==> src/hdl/lcc_pkg.sv <==
// Shared types, constants and class decode for the card number checker.
package lcc_pkg;

    localparam int BIN_W          = 63;
    localparam int BCD_DIGITS     = 19;
    localparam int BCD_W          = 4 * BCD_DIGITS;
    localparam int CONV_STEPS     = BIN_W;
    localparam int CNT_W          = $clog2(CONV_STEPS);
    localparam int COUNT_W        = 5;
    localparam int CLASS_W        = 2;
    localparam int MAX_DIGITS_DEF = 19;

    localparam logic [COUNT_W-1:0] LEN_13 = COUNT_W'(13);
    localparam logic [COUNT_W-1:0] LEN_15 = COUNT_W'(15);
    localparam logic [COUNT_W-1:0] LEN_16 = COUNT_W'(16);

    typedef enum logic [CLASS_W-1:0] {
        CLASS_NONE    = 2'd0,
        CLASS_LEN15   = 2'd1,
        CLASS_LEAD4   = 2'd2,
        CLASS_PFX5X   = 2'd3
    } card_class_t;

    typedef enum logic [2:0] {
        ST_IDLE,
        ST_CONV,
        ST_LOAD,
        ST_SCAN,
        ST_DONE
    } state_t;

    typedef struct packed {
        logic load;
        logic step;
    } unit_ctrl_t;

    typedef struct packed {
        logic [COUNT_W-1:0] count;
        logic [3:0]         lead;
        logic [3:0]         second;
        logic               sum_zero;
        logic               overflow;
    } scan_res_t;

    function automatic card_class_t lcc_classify(input scan_res_t r);
        card_class_t cls;
        cls = CLASS_NONE;
        if (r.sum_zero && !r.overflow) begin
            if (r.count == LEN_15 && r.lead == 4'd3 &&
                (r.second == 4'd4 || r.second == 4'd7))
            begin
                cls = CLASS_LEN15;
            end
            else if ((r.count == LEN_13 || r.count == LEN_16) && r.lead == 4'd4) begin
                cls = CLASS_LEAD4;
            end
            else if (r.count == LEN_16 && r.lead == 4'd5 &&
                     r.second >= 4'd1 && r.second <= 4'd5)
            begin
                cls = CLASS_PFX5X;
            end
        end
        return cls;
    endfunction

endpackage

==> src/hdl/lcc_bcd_conv.sv <==
// Shift-and-add-3 binary to BCD converter, one input bit per step.
module lcc_bcd_conv
    import lcc_pkg::*;
(
    input  logic             clk,
    input  unit_ctrl_t       ctrl,
    input  logic [BIN_W-1:0] bin_in,
    output logic [BCD_W-1:0] bcd
);

    logic [BIN_W-1:0] bin_reg;
    logic [BIN_W-1:0] bin_next;
    logic [BCD_W-1:0] bcd_reg;
    logic [BCD_W-1:0] bcd_next;
    logic [BCD_W-1:0] adj;

    always_comb
    begin
        for (int k = 0; k < BCD_DIGITS; k++)
        begin
            if (bcd_reg[4*k +: 4] >= 4'd5)
                adj[4*k +: 4] = bcd_reg[4*k +: 4] + 4'd3;
            else
                adj[4*k +: 4] = bcd_reg[4*k +: 4];
        end
        bin_next = bin_reg;
        bcd_next = bcd_reg;
        if (ctrl.load)
        begin
            bin_next = bin_in;
            bcd_next = '0;
        end
        else if (ctrl.step)
        begin
            bin_next = {bin_reg[BIN_W-2:0], 1'b0};
            bcd_next = {adj[BCD_W-2:0], bin_reg[BIN_W-1]};
        end
    end

    always_ff @(posedge clk)
    begin
        bin_reg <= bin_next;
        bcd_reg <= bcd_next;
    end

    assign bcd = bcd_reg;

endmodule

==> src/hdl/lcc_digit_scan.sv <==
// Digit scanner: Luhn sum mod ten, digit count and leading digits, one digit per step.
module lcc_digit_scan
    import lcc_pkg::*;
#(
    parameter int MAX_DIGITS = MAX_DIGITS_DEF
)
(
    input  logic             clk,
    input  unit_ctrl_t       ctrl,
    input  logic [BCD_W-1:0] bcd,
    output scan_res_t        res
);

    localparam int IDX_W = $clog2(MAX_DIGITS);

    logic [BCD_W-1:0]   shift_reg, shift_next;
    logic [IDX_W-1:0]   idx_reg, idx_next;
    logic [3:0]         sum_reg, sum_next;
    logic [COUNT_W-1:0] count_reg, count_next;
    logic [3:0]         prev_reg, prev_next;
    logic [3:0]         lead_reg, lead_next;
    logic [3:0]         second_reg, second_next;
    logic [3:0]         d;
    logic [4:0]         dbl;
    logic [4:0]         term;
    logic [4:0]         acc;

    always_comb
    begin
        d    = shift_reg[3:0];
        dbl  = {d, 1'b0};
        // fold a doubled digit above nine into its digit sum
        if (idx_reg[0])
            term = (dbl > 5'd9) ? dbl - 5'd9 : dbl;
        else
            term = {1'b0, d};
        acc = {1'b0, sum_reg} + term;
        if (acc >= 5'd10)
            acc = acc - 5'd10;

        shift_next  = shift_reg;
        idx_next    = idx_reg;
        sum_next    = sum_reg;
        count_next  = count_reg;
        prev_next   = prev_reg;
        lead_next   = lead_reg;
        second_next = second_reg;
        if (ctrl.load)
        begin
            shift_next  = bcd;
            idx_next    = '0;
            sum_next    = '0;
            count_next  = COUNT_W'(1);
            prev_next   = '0;
            lead_next   = '0;
            second_next = '0;
        end
        else if (ctrl.step)
        begin
            shift_next = {4'd0, shift_reg[BCD_W-1:4]};
            idx_next   = idx_reg + 1'b1;
            sum_next   = acc[3:0];
            prev_next  = d;
            if (d != 4'd0)
            begin
                count_next  = COUNT_W'(idx_reg) + COUNT_W'(1);
                lead_next   = d;
                second_next = prev_reg;
            end
        end
    end

    always_ff @(posedge clk)
    begin
        shift_reg  <= shift_next;
        idx_reg    <= idx_next;
        sum_reg    <= sum_next;
        count_reg  <= count_next;
        prev_reg   <= prev_next;
        lead_reg   <= lead_next;
        second_reg <= second_next;
    end

    // digits left over after the scan mean the number is too long
    always_comb
    begin
        res.overflow = (shift_reg != '0);
        res.count    = res.overflow ? COUNT_W'(MAX_DIGITS) : count_reg;
        res.lead     = lead_reg;
        res.second   = second_reg;
        res.sum_zero = (sum_reg == 4'd0);
    end

endmodule

==> src/hdl/luhn_card_classifier.sv <==
// Top level: sequencer around the BCD converter and the Luhn digit scanner.
//
// Usage: drive card_number and pulse start while busy is low; the word is
// taken at that clock edge. busy then stays high while the block works.
// The converter turns the 63-bit number into BCD, one bit per cycle, a
// load state then loads the digit scanner, the scanner walks MAX_DIGITS
// digits one per cycle, and a final state classifies. done pulses for one
// cycle in the first cycle with busy low, with card_class, checksum_ok and
// digit_count valid from that cycle until the next word is classified. A new
// start may be given in the done cycle; no new word is taken while busy is
// high, and most of the busy time is spent in the bit-serial converter.
// The receiver cannot stall: done is a strobe and is not held.
// Reset (rst_n low, asynchronous) returns the sequencer to idle and clears
// done; any word in flight is dropped.
// card_class: 0 invalid, 1 fifteen digits with prefix 34 or 37, 2 thirteen
// or sixteen digits led by 4, 3 sixteen digits with prefix 51 to 55. A
// nonzero class is given only with a good checksum.
module luhn_card_classifier
    import lcc_pkg::*;
#(
    parameter int MAX_DIGITS = MAX_DIGITS_DEF
)
(
    input  logic               clk,
    input  logic               rst_n,
    input  logic               start,
    input  logic [BIN_W-1:0]   card_number,
    output logic               busy,
    output logic               done,
    output logic [CLASS_W-1:0] card_class,
    output logic               checksum_ok,
    output logic [COUNT_W-1:0] digit_count
);

    state_t             state_reg, state_next;
    logic [CNT_W-1:0]   cnt_reg, cnt_next;
    logic               done_reg, done_next;
    logic [CLASS_W-1:0] class_reg, class_next;
    logic               ok_reg, ok_next;
    logic [COUNT_W-1:0] count_reg, count_next;
    unit_ctrl_t         conv_ctrl;
    unit_ctrl_t         scan_ctrl;
    logic [BCD_W-1:0]   bcd;
    scan_res_t          res;

    lcc_bcd_conv u_conv
    (
        .clk    (clk),
        .ctrl   (conv_ctrl),
        .bin_in (card_number),
        .bcd    (bcd)
    );

    lcc_digit_scan #(
        .MAX_DIGITS (MAX_DIGITS)
    ) u_scan
    (
        .clk  (clk),
        .ctrl (scan_ctrl),
        .bcd  (bcd),
        .res  (res)
    );

    always_ff @(posedge clk or negedge rst_n)
    begin
        if (!rst_n)
        begin
            state_reg <= ST_IDLE;
            cnt_reg   <= '0;
            done_reg  <= 1'b0;
        end
        else
        begin
            state_reg <= state_next;
            cnt_reg   <= cnt_next;
            done_reg  <= done_next;
        end
    end

    always_ff @(posedge clk)
    begin
        class_reg <= class_next;
        ok_reg    <= ok_next;
        count_reg <= count_next;
    end

    always_comb
    begin
        state_next = state_reg;
        cnt_next   = cnt_reg;
        done_next  = 1'b0;
        class_next = class_reg;
        ok_next    = ok_reg;
        count_next = count_reg;
        conv_ctrl  = '0;
        scan_ctrl  = '0;
        unique case (state_reg)
            ST_IDLE:
            begin
                if (start)
                begin
                    conv_ctrl.load = 1'b1;
                    cnt_next       = '0;
                    state_next     = ST_CONV;
                end
            end
            ST_CONV:
            begin
                conv_ctrl.step = 1'b1;
                cnt_next       = cnt_reg + 1'b1;
                if (cnt_reg == CNT_W'(CONV_STEPS - 1))
                    state_next = ST_LOAD;
            end
            ST_LOAD:
            begin
                scan_ctrl.load = 1'b1;
                cnt_next       = '0;
                state_next     = ST_SCAN;
            end
            ST_SCAN:
            begin
                scan_ctrl.step = 1'b1;
                cnt_next       = cnt_reg + 1'b1;
                if (cnt_reg == CNT_W'(MAX_DIGITS - 1))
                    state_next = ST_DONE;
            end
            ST_DONE:
            begin
                class_next = lcc_classify(res);
                ok_next    = res.sum_zero;
                count_next = res.count;
                done_next  = 1'b1;
                state_next = ST_IDLE;
            end
            default:
            begin
                state_next = ST_IDLE;
            end
        endcase
    end

    assign busy        = (state_reg != ST_IDLE);
    assign done        = done_reg;
    assign card_class  = class_reg;
    assign checksum_ok = ok_reg;
    assign digit_count = count_reg;

    a_accept_busy: assert property (@(posedge clk) disable iff (!rst_n)
        (start && !busy) |=> busy)
        else $error("accepted word did not raise busy");

    a_done_from_classify: assert property (@(posedge clk) disable iff (!rst_n)
        done |-> $past(state_reg == ST_DONE))
        else $error("result strobe without a classify cycle");

    a_count_range: assert property (@(posedge clk) disable iff (!rst_n)
        done |-> (digit_count >= COUNT_W'(1) && digit_count <= COUNT_W'(MAX_DIGITS)))
        else $error("digit count out of range");

    a_class_needs_sum: assert property (@(posedge clk) disable iff (!rst_n)
        (done && card_class != CLASS_NONE) |-> checksum_ok)
        else $error("card class given with a bad checksum");

endmodule
==> config.mk <==
export PLATFORM = sky130hd
export DESIGN_NAME = luhn_card_classifier
export DESIGN_NICKNAME = d
export VERILOG_FILES = /design/src/hdl/lcc_pkg.sv /design/src/hdl/lcc_bcd_conv.sv /design/src/hdl/lcc_digit_scan.sv /design/src/hdl/luhn_card_classifier.sv
export SDC_FILE = /design/constraint.sdc
export NUM_CORES = 1
export LEC_CHECK = 0
export BUFFER_PORTS_ARGS = -buffer_cell sky130_fd_sc_hd__buf_4
export CORE_UTILIZATION = 25
export DETAILED_ROUTE_END_ITERATION = 16
export GPL_TIMING_DRIVEN = 0
export PLACE_DENSITY_LB_ADDON = 0.15
export SLEW_MARGIN = 10
export SYNTH_ARGS = -nofsm -noshare
export SYNTH_HDL_FRONTEND = slang
export SYNTH_SLANG_ARGS = --single-unit
export TNS_END_PERCENT = 30
==> constraint.sdc <==
create_clock -name clk -period 3.9 [get_ports clk]
set_input_delay 0.195 -clock clk [delete_from_list [all_inputs] [get_ports clk]]
set_output_delay 0.195 -clock clk [all_outputs]
set_load 0.01 [all_outputs]
; ---- After elaboration in Yosys (flattened, before gate mapping)
; Cells that the tools add are included.
[word_totals]
elab_cells = 146
output_inout_bits = 10
register_bits = 259
[op_classes]
n_addsub = 24
order_cmp = 23
n_reduce_logical = 23
muxes = 42
n_bitwise = 1
eq_ne = 17
[op_table]
columns = operator, count
row1 = $mux W76, 2
row2 = $mux W63, 2
row3 = $ge A4 B3 Y1 const B, 19
row4 = $mux W4, 19
row5 = $reduce_bool A76 Y1, 1
row6 = $add A4 B2 Y4 const B, 18
row7 = $pmux W6 S3, 1
row8 = $eq A4 B3 Y1 const B, 4
row9 = $mux W5, 3
row10 = $mux W3, 4
row11 = $pmux W3 S4, 1
row12 = $eq A5 B4 Y1 const B, 2
row13 = $logic_and A1 B1 Y1, 7
row14 = $mux W1, 7
row15 = $add A6 B1 Y6 const B, 1
row16 = $eq A3 B2 Y1 const B, 2
row17 = $eq A6 B5 Y1 const B, 1
row18 = $eq A6 B6 Y1 const B, 1
row19 = $mux W6, 1
row20 = $ne A2 B2 Y1 const B, 3
row21 = $reduce_bool A3 Y1, 2
row22 = $add A4 B5 Y5, 1
row23 = $add A5 B1 Y5 const B, 1
row24 = $eq A5 B5 Y1 const B, 1
row25 = other kinds (21), 26

; ---- Depth between registers and ports, before layout
; Gate-level depths: netlist of run 1.
[depth]
depth_word = 9
depth_mapped = 15
mapped_depth_nobuf = 15

; ---- Hierarchy
; A second synthesis of run 1 with hierarchy kept.
[hier_totals]
cells_unflattened = 1152
hier_area_um2 = 13110.1
[modules_own_cells]
columns = module, instances, cells_per_inst, area_per_inst_um2, seq_area_each_um2
row1 = lcc_bcd_conv, 1, 720, 7508.5, 3413.3
row2 = lcc_digit_scan, 1, 353, 4717.0, 2802.7
row3 = luhn_card_classifier, 1, 79, 884.6, 490.5

; ---- Worst setup path before layout of run 1
; No wires, ideal clock.
[synth_timing]
path_type = flip-flop to flip-flop
startpoint = register state_reg[0]
endpoint = register u_conv.bin_reg[0], enable pin
stages_incl_launch_ff = 8
synth_period_minus_slack_ns = 3.055
arrival_time_ns = 2.374
required_ns = 3.219
setup_ns = 0.681
n_path_buf = 3
path_slack_ns = 0.845
path_cell_list = dfrtp_1 -> buf_2 -> inv_2 -> nor2_1 -> nand2_1 -> clkbuf_1 -> clkbuf_1 -> nand2_1
[synth_via]
elab_chain_cells = 3
[synth_lines]
columns = element, line
row1 = from (decl), luhn_card_classifier.sv:35  ; state_t state_reg, state_next;
row2 = from (signal assigned), luhn_card_classifier.sv:74  ; state_reg <= state_next;
row3 = $eq A3 B1 Y1 or $logic_not A3 Y1 (tied branches), luhn_card_classifier.sv:97  ; unique case (state_reg)
row4 = $mux W1, luhn_card_classifier.sv:97
row5 = $reduce_bool A2 Y1 (no source line) *, -
row6 = to (signal assigned), lcc_bcd_conv.sv:42  ; bin_reg <= bin_next;
row7 = to (decl), lcc_bcd_conv.sv:11  ; logic [BIN_W-1:0] bin_reg;
; Every way passes the cells marked *; elsewhere a longest branch is shown, timed or not.
; A chain may end at the register's enable or synchronous reset.

; ---- Worst setup path after layout of run 1
[layout_timing]
startpoint = register u_scan.shift_reg[0]
endpoint = register u_scan.sum_reg[1]
[layout_via]
elab_chain_cells = 6
[layout_lines]
columns = element, line
row1 = from (decl), lcc_digit_scan.sv:16  ; logic [BCD_W-1:0] shift_reg, shift_next;
row2 = from (signal assigned), lcc_digit_scan.sv:75  ; shift_reg <= shift_next;
row3 = $sub A5 B4 Y5 or $gt A5 B4 Y1 (tied branches), lcc_digit_scan.sv:34  ; term = (dbl > 5'd9) ? dbl - 5'd9 : dbl;
row4 = $mux W5, lcc_digit_scan.sv:34
row5 = $mux W5 *, lcc_digit_scan.sv:33  ; if (idx_reg[0])
row6 = $add A4 B5 Y5 *, lcc_digit_scan.sv:37  ; acc = {1'b0, sum_reg} + term;
row7 = $sub A4 B4 Y4 or $ge A5 B4 Y1 (tied branches), "lcc_digit_scan.sv:39, lcc_digit_scan.sv:38"
row8 = $mux W4 *, lcc_digit_scan.sv:38  ; if (acc >= 5'd10)
row9 = to (signal assigned), lcc_digit_scan.sv:77  ; sum_reg <= sum_next;
row10 = to (decl), lcc_digit_scan.sv:18  ; logic [3:0] sum_reg, sum_next;
; Marked as above.

==> results.txt, run 1 <==
The run finished with clean final reports. The relative area change from synthesis to final layout is 24.4%. The initial antenna violation count came out at 0. The final route contains 9280 vias. The met2 layer usage reported by global route came out at 22.7%. The routability congestion estimate came out at about 0.76. The final hold violation count was 0. The via count of the first global-routing pass was ~9.4k. The number of distinct library cell variants in the gate-level netlist after synthesis came out at 53. In this run, the combinational gates consume 33.3% of the power. The DRC violation count after routing came out at 0. The post-synthesis net count came out at 1339. The synthesized design spends more area on one cell type than any other, namely edfxtp_1. The post-route standard cell area excluding fillers came out at 15300 sq um. The count of buffers added on input and output ports is 75. The critical path goes through inv_1, ha_1, inv_1, a21oi_1, nand3b_1, o21ai_0, nor2_1, ha_1, nor2b_1, o21ai_0, nor3b_1, o21a_1, o221ai_1.

The power density of the placed cells is 776 nW/um^2. The number of cells on the critical path is 13. Among all flip-flop cells after synthesis, the most frequent one is edfxtp_1. The post-synthesis instance total came out at 1224.

The worst ir drop on vdd came out at 311 uV. The share of total power dissipated in sequential elements is 43.6%. Dividing the detail-routed wire length by the instance count gives 16.5 microns.

The source of the worst hold timing path is start. In this run the cell area of the synthesized design comes to 12300 sq um. The worst-case hold slack came out at 397 ps. The synthesized design contains ~260 register bits.

The tree is rooted in a clkbuf_16. The global-route wire length before repair is 53000 microns. The buffering stage count on the worst path with inverters included is 2.

The number of max-cap violations is 0. For this run, the detailed router's first-pass iteration total came to 4. The arrival time of data at the critical path endpoint is roughly 3700 ps. The internal power summed over all cells is 0.00756 W.

For met1 alone, demand over resource in global routing was between 10% and 20%. The layer carrying the most global-route usage is met2. The cell count of the worst hold path is 6.

The worst setup path is launched from a flip-flop. The final max-slew violation count came to 0. The placement-stage cell area came out at 13700 sq um.

The most critical setup path has its startpoint at u_scan.shift_reg[0]. The placed wire-length estimate is 22500 microns. Setup repair after global routing left no endpoint under its margin. For this block, the routed nets add up to 33600 microns of wire. The overall die area is 49900 sq um.

During I/O placement, the number of pins put on the boundary was between 70 and 80. The number of core rows came out at 80. Net switching is between 30 and 40% of the power.

Timing would allow up to around 0.31 GHz. The width of the die is around 220 microns. The reported leakage power is 5.96 nW.

At the pin with the least slew margin, the transition time is 967 ps. The overall global routing resource usage is 13.6%. The worst register-to-register path begins at u_scan.shift_reg[0].

The DRC marker count from the first detailed-route iteration is 450. For this run the aggregate overflow at the end of global routing stands at 0. The most repeated cell in the gate-level netlist after synthesis is nand2_1. The worst endpoint required time came out at 4340 ps. The yosys synthesis warning count is 0. The number of H-tree levels is 1. The clock sink total is 259. The clock edge transition at the registers on the reported setup and hold paths is around 60 ps. Setup violations remaining at the end of the flow were counted as 0. TritonCTS built the clock tree.

The fraction of final layout cells sized beyond drive strength 1 is 13.0%. The worst pin sits at a relative slew slack of approximately 35%. The type of the most critical hold path is input port to flip-flop. Of the total power, the clock network draws approximately 23%. In the synthesized netlist the async set-or-reset flop fraction comes to 3.86%. The portion of the post-synthesis area used by sequential elements came out at 54.7%. Ranked by instance count, the synthesized netlist is headed by nand2_1 (262), edfxtp_1 (147), dfxtp_1 (102), a21oi_1 (98), o21ai_0 (68). The depth of the worst register-to-register path came out at 13. The worst-case clock buffer depth came out at 3. Among all stages on the critical path, the largest delay is contributed by edfxtp_1. The floorplan core area is between 40000 and 50000 sq um. The category of the worst setup path capture point is a flip-flop. The pin count of the biggest net entering global routing came out at 56. The number of nets in the finished design is 1515. Dividing the detail-routed via count by the number of cells gives 4.55. The minimum period implied by the final worst setup slack is ~3200 ps. From bottom edge to top edge, the die measures 223 microns. Across the routed clock network, the largest skew measured is 14.0 ps. The maximum cell stage delay along the critical path is 510 ps.

The final critical path takes up approximately 83% of the cycle. Summed over its instances, the top area cell type makes up a little over a third of the synthesized netlist area. The clock latency on the worst-skew pair came out at 570 ps. The non-filler instance count after layout is 2040. The met3 track demand over resource in global routing came out at 1.98%. The cell family contributing the most delay on the critical path is simple AND/OR/NAND/NOR gates. Counting tap cells, the placed design contains a total of 1916 instances. The post-route antenna net violation count came out at 0. The net switching power came out at roughly 0.0043 W.

The number of clock buffers inserted by TritonCTS came out at 31. Post-CTS repair changed the size of 0 cells. The number of enable flip-flop cells after synthesis came out at 147. The initial core utilization is 25.5%. Ranked by total cell area, the synthesized netlist is headed by edfxtp_1 (36%), dfxtp_1 (17%), nand2_1 (8.0%), ha_1 (4.9%), a21oi_1 (4.0%). Each instance of the synthesized netlist takes up on average 10.0 sq um. In this run the worst path has a maximum fanout of 6. By startpoint and endpoint, the worst setup path is classified as flip-flop to flip-flop.
worst paths after layout:
| check | end | slack [ps] |
|---|---|---|
| setup / recovery | u_scan.sum_reg[1] | 670 |
| hold / removal | cnt_reg[4] | 400 |
| setup reg to reg | u_scan.sum_reg[1] | 670 |
| hold reg to reg | u_scan.prev_reg[0] | 460 |
| max in group asynchronous | state_reg[0] | 2870 |
| min in group asynchronous | state_reg[1] | 680 |
power by group through the flow:
stage,clock (W),sequential (W),combinational [W]
3_5_place_dp,0,0.00522,0.00393
2_1_floorplan,0,0.00486,0.00302
6_report,0.00273,0.00516,0.00395
4_1_cts,0.00282,0.00517,0.00401
3_3_place_gp,0,0.00525,0.00384
5_1_grt,0.00293,0.00532,0.00453
area by class of cell:
class / count / area [sq um]
antenna: 1 / 2.50
inverter: 53 / 201
timing repair buffer: 143 / 1280
sequential: 259 / 6710
clock inverter: 11 / 51.3
fill: 4980 / 32800
multi-input combinational: 855 / 5120
clock buffer: 46 / 883
tap: 615 / 769
buffer: 57 / 240
worst reg2reg max path: cells and delay by family, from the launching register on:
kind,cells,cell delay (ps)
AO/OA/AOI/OAI,5,910
adder cells (fa/ha/maj),2,510
buffers and inverters,2,220
flip-flops,1,510
AND/OR/NAND/NOR,4,940
placed cells by master, fill, tap and decap left out, types with 10 or more instances in the layout:
cell type | netlist | layout
xnor2_1 | 22 | 22
nand3_1 | 65 | 65
o21ai_1 | 14 | 14
nand2_1 | 262 | 261
mux2_2 | 40 | 40
mux2_1 | 32 | 32
buf_2 | 18 | 18
nand2b_1 | 23 | 23
nor3b_1 | 10 | 10
clkbuf_1 | 36 | 47
inv_1 | 51 | 50
buf_4 | 1 | 76
o31ai_1 | 21 | 21
dfrtp_1 | 10 | 10
dlygate4sd3_1 | 0 | 66
edfxtp_1 | 147 | 147
nor4_1 | 19 | 19
clkbuf_16 | 0 | 32
dfxtp_1 | 102 | 102
nor2_1 | 59 | 59
ha_1 | 48 | 48
o21ai_0 | 68 | 68
a21oi_1 | 98 | 98
metrics by stage:
step | utilization (%) | setup TNS [ps] | setup slack, ps | power (W)
floorplan | - | 0 | 845 | 0.00789
global placement | 28.3 | -62700 | -1000 | 0.00909
detailed placement | 28.4 | 0 | 674 | 0.00915
CTS | 31.7 | 0 | 656 | 0.0120
global route | 31.7 | 0 | 402 | 0.0128
finish | 31.7 | 0 | 668 | 0.0118
what timing repair did:
item,CTS,global route
hold buffers,66,0
setup buffers,0,0
endpoints found under the hold margin,73,0
logic make-up after synthesis:
logic type | after synthesis | share of synthesized area (%)
muxes | 73 | 6.70
adders and majority gates | 49 | 5.06
DFF | 259 | 54.7
AOI/OAI and AO/OA | 228 | 10.5
buffers and inverters | 110 | 3.58
xor gates and xnor gates | 30 | 2.14
and+or+nand+nor | 475 | 17.3
metal layers:
layer | vias up | share of wire [%]
li1 | 4661 | -
met3 | 46 | 2.9
met5 | - | 0
met1 | 4482 | 47
met4 | 0 | 2.1
met2 | 91 | 48
(Power assumes the default switching activity.)
==> run 2: changes to the inputs <==
- ABC_AREA: not set -> 1
- clock period: 3.9 -> 2.7 ns (I/O delays scaled with it)
==> results.txt, run 2 <==
The first-pass iteration count of the detailed router is 5. The final worst slack is 109 ps. The number of nets in the synthesized netlist is 1542.

The library cell contributing the largest single delay on the critical path is edfxtp_1. The biggest area contributor in the post-synthesis netlist is edfxtp_1. The netlist uses 41 different library cells. The number of H-tree levels came out at 1. The detail route stage leaves a number of antenna-violating nets equal to 0. TritonCTS built the clock tree.

The number of clock buffers inserted by TritonCTS is 30. Max-cap violations in this run came to 0. Summing all non-filler instances in the final layout gives an area of 15500 sq um. The most common library cell in the layout ignoring fill and taps is nand2_1. The commonest cells after synthesis are nand2_1 (371), o21ai_0 (167), inv_1 (161), edfxtp_1 (147), nor2_1 (135). The largest fanout of any net on the critical path is 4. After detailed routing, the average wire length per cell comes to around 14 microns.

The clock latency on the worst-skew pair came out at 570 ps. The flow ran to the end, and the final reports show no timing, DRC or antenna violations. Among cell families on the critical path, the largest total delay comes from adder cells. The final hold violation count was 0. Of the cells placed in the final design, the portion with a size suffix greater than 1 is 12.3%. The most repeated cell in the gate-level netlist after synthesis is nand2_1. In the routed design, unresolved DRC markers number 0.

Global routing used 13.1% of the available tracks. The number of failing setup endpoints in the final timing report came out at 0. Counting tap cells, the placed design contains a total of between 2k and 2.5k instances. The critical path is of the flip-flop to flip-flop type.

The cell at the root of the clock tree is clkbuf_16. The power density of the placed cells is 1340 nW/um^2. The final setup skew came out at 10.7 ps.

The worst ir drop on vdd came out at 678 uV. For flop-to-flop paths, the worst setup slack is approximately 110 ps. The initial core utilization is 25.3%.

The yosys synthesis warning count is 0. Summing over every cut layer, the via total after detailed routing is 9955. The top-level I/O count came out at 76. The floorplan core area came out at ~50000 sq um. The signal on the critical path passes through inv_2, ha_4, inv_2, nand3_2, nand2_2, nand2_2, o211ai_1, o21ai_1, inv_1, fa_2, xnor2_2, buf_4, o31ai_2, nand2_1, nand2_2, nand2_1, nand2_1, o22ai_1.

The width of the die came out at roughly 220 microns. After synthesis, the largest area contributor takes up 35.7% of total cell area. The worst slew margin relative to its limit is 35.2%. The worst-case hold slack is 189 ps.

In the finished design, the share of the clock period the worst path needs comes to 96.0%. The worst-case clock buffer depth is 3. STA classifies the critical path endpoint as a flip-flop. Setup repair after global routing could not meet its margin everywhere. After synthesis the netlist holds a flip-flop and latch count of 259. Synthesis produced 1427 cells. The top cell types in the final layout, fill and taps aside, are nand2_1 (367), o21ai_0 (161), inv_1 (158).

Relative to the synthesized area, the layout overhead comes to 25.8%. The total inserted antenna cells came out at 0. The depth of the worst register-to-register path is 18.

The final max-slew violation count was 0. The type of the most critical hold path is input port to flip-flop. In this run the cell area measured after placement is about 14000 sq um. The initial antenna violation count came out at 0. The final routed wirelength across all metal layers came out at 32600 microns. The clock sink total came out at ~260. The HPWL after detailed placement is 22100 microns. The worst reg2reg path endpoint is u_scan.sum_reg[1].

Data on the critical path is required at its endpoint by 3130 ps. The most used flip-flop cell after synthesis is edfxtp_1. The die extent in y is 224 microns.

The number of port buffers is between 70 and 80. The DRC marker count from the first detailed-route iteration came out at approximately 420. The analysis attributes to cell leakage a power of roughly 6.6 nW. The minimum period implied by the final worst setup slack is 2590 ps. The share of synthesized registers carrying an async set or reset came out at 3.86%.

Dividing the detail-routed via count by the number of cells gives 4.33. The via count of the first global-routing pass came to 10.1k. The buffering stage count on the worst path with inverters included is 4. The maximum cell stage delay along the critical path came out at ~420 ps.

The startpoint identified for the worst hold timing path is start. Timing analysis after detailed placement gives a worst setup slack of -343 ps. The arrival time of data at the critical path endpoint is 3020 ps. The start of the worst register-to-register path is u_scan.shift_reg[0]. Ranked by total cell area, the synthesized netlist is headed by edfxtp_1 (36%), dfxtp_1 (17%), nand2_1 (11%), o21ai_0 (6.8%), inv_1 (4.9%). The portion of the post-synthesis area used by sequential elements came out at 54.3%. The first global-routing pass estimated 52500 microns of wire. The pin count of the biggest net entering global routing is 73. The synthesized area per cell is 8.66 sq um. The highest clock frequency the design can meet came out at 0.386 GHz. Row generation in the floorplan step produced 81 rows.

In the final design database the tool counted 1724 nets. The worst hold path terminates at state_reg[0]. At the pin with the least slew margin, the transition time is 963 ps. The final global-route overflow total came out at 0. The cell count of the worst hold path came out at 5. Yosys mapped a number of flops with a built-in enable equal to 147.

Routability-driven placement finished with a final weighted congestion of 0.781. After clock tree synthesis, the clock-pin slew on the worst setup and hold paths is 60 ps. Summed over all failing endpoints, the final setup total negative slack is 0 ps. The overall die area came out at 50300 sq um.

In this run the cell area of the synthesized design comes to 12400 sq um. STA classifies the critical path startpoint as a flip-flop. Once layout is complete, the cells apart from fillers number 2297. The number of inserted filler cells in the final layout is approximately 5.2k.
==> run 2: cell count changes in the layout (fill, tap and decap cells not counted), moves of 30 or more <==
cell,change
inv_1,+108
mux2_1,-32
mux2_2,-40
nand2_1,+106
nand3_1,-30
nor2_1,+76
o21ai_0,+93
==> run 2: logic make-up (layout without fill, tap and decap cells) <==
group | count (synthesis) | count (layout) | synth area share (%)
and+or+nand+nor | 569 | 569 | 18.4
AOI/OAI and AO/OA | 315 | 315 | 14.1
DFF | 259 | 259 | 54.3
buffers and inverters | 224 | 430 | 7.36
adders and majority gates | 49 | 49 | 5.02
xor gates and xnor gates | 11 | 11 | 0.780
==> run 2: through the flow <==
| step | util [%] | power (W) |
|---|---|---|
| 3_3_place_gp | 28.1 | 0.0165 |
| 2_1_floorplan | - | 0.0138 |
| 4_1_cts | 31.7 | 0.0210 |
| 6_report | 31.8 | 0.0208 |
| 3_5_place_dp | 28.2 | 0.0166 |
| 5_1_grt | 31.8 | 0.0227 |
==> run 2: power by group <==
part	leakage [nW]	switching [W]	total, W	internal, W
clock network	0.491	0.00166	0.00404	0.00238
logic	3.73	0.00582	0.00874	0.00292
registers	2.39	0.00110	0.00802	0.00692
==> run 2: cell type report <==
type	instances	area, sq um	share of cell area [%]
sequential	259	6710	43.2
multi-input combinational	944	4800	30.9
timing repair buffer	150	1300	8.38
clock buffer	45	900	5.79
tap	664	831	5.35
inverter	169	636	4.09
buffer	55	279	1.80
clock inverter	11	78.8	0.507
==> run 2: worst min-delay path, stage by stage <==
cell	delay, ps
buf_4	80
inv_1	100
nand3_1	110
o221a_1	210
o21ai_0	80
==> run 2: what timing repair did <==
| action | CTS | global route |
|---|---|---|
| setup buffers | 6 | 2 |
| pin swaps | 5 | 9 |
| gates resized for setup | 12 | 14 |
| hold buffers | 65 | 0 |
| endpoints found under the hold margin | 73 | 0 |
| endpoints found under the setup margin | 3 | 73 |
==> run 2: how the worst max path moves through the flow <==
| stage | startpoint | to | slack, ps | depth (start not counted) |
|---|---|---|---|---|
| 6_report | u_scan.shift_reg[0] | u_scan.sum_reg[1] | 110 | 18 |
| 5_1_grt | u_scan.shift_reg[0] | u_scan.sum_reg[1] | -90 | 18 |
| 2_1_floorplan | u_scan.shift_reg[0] | u_scan.sum_reg[1] | 30 | 18 |
| 3_3_place_gp | state_reg[2] | u_scan.shift_reg[41] | -530 | 4 |
| 3_5_place_dp | u_scan.shift_reg[0] | u_scan.sum_reg[1] | -340 | 18 |
| 4_1_cts | u_scan.shift_reg[0] | u_scan.sum_reg[1] | 2 | 19 |
==> run 2: routing by layer <==
metal	up-vias	part of all wire, %	global-route usage (%)
li1	5125	-	-
met2	126	47	22.6
met4	0	2.6	3.84
met1	4658	47	17.0
met5	-	0	0
met3	46	2.8	1.75
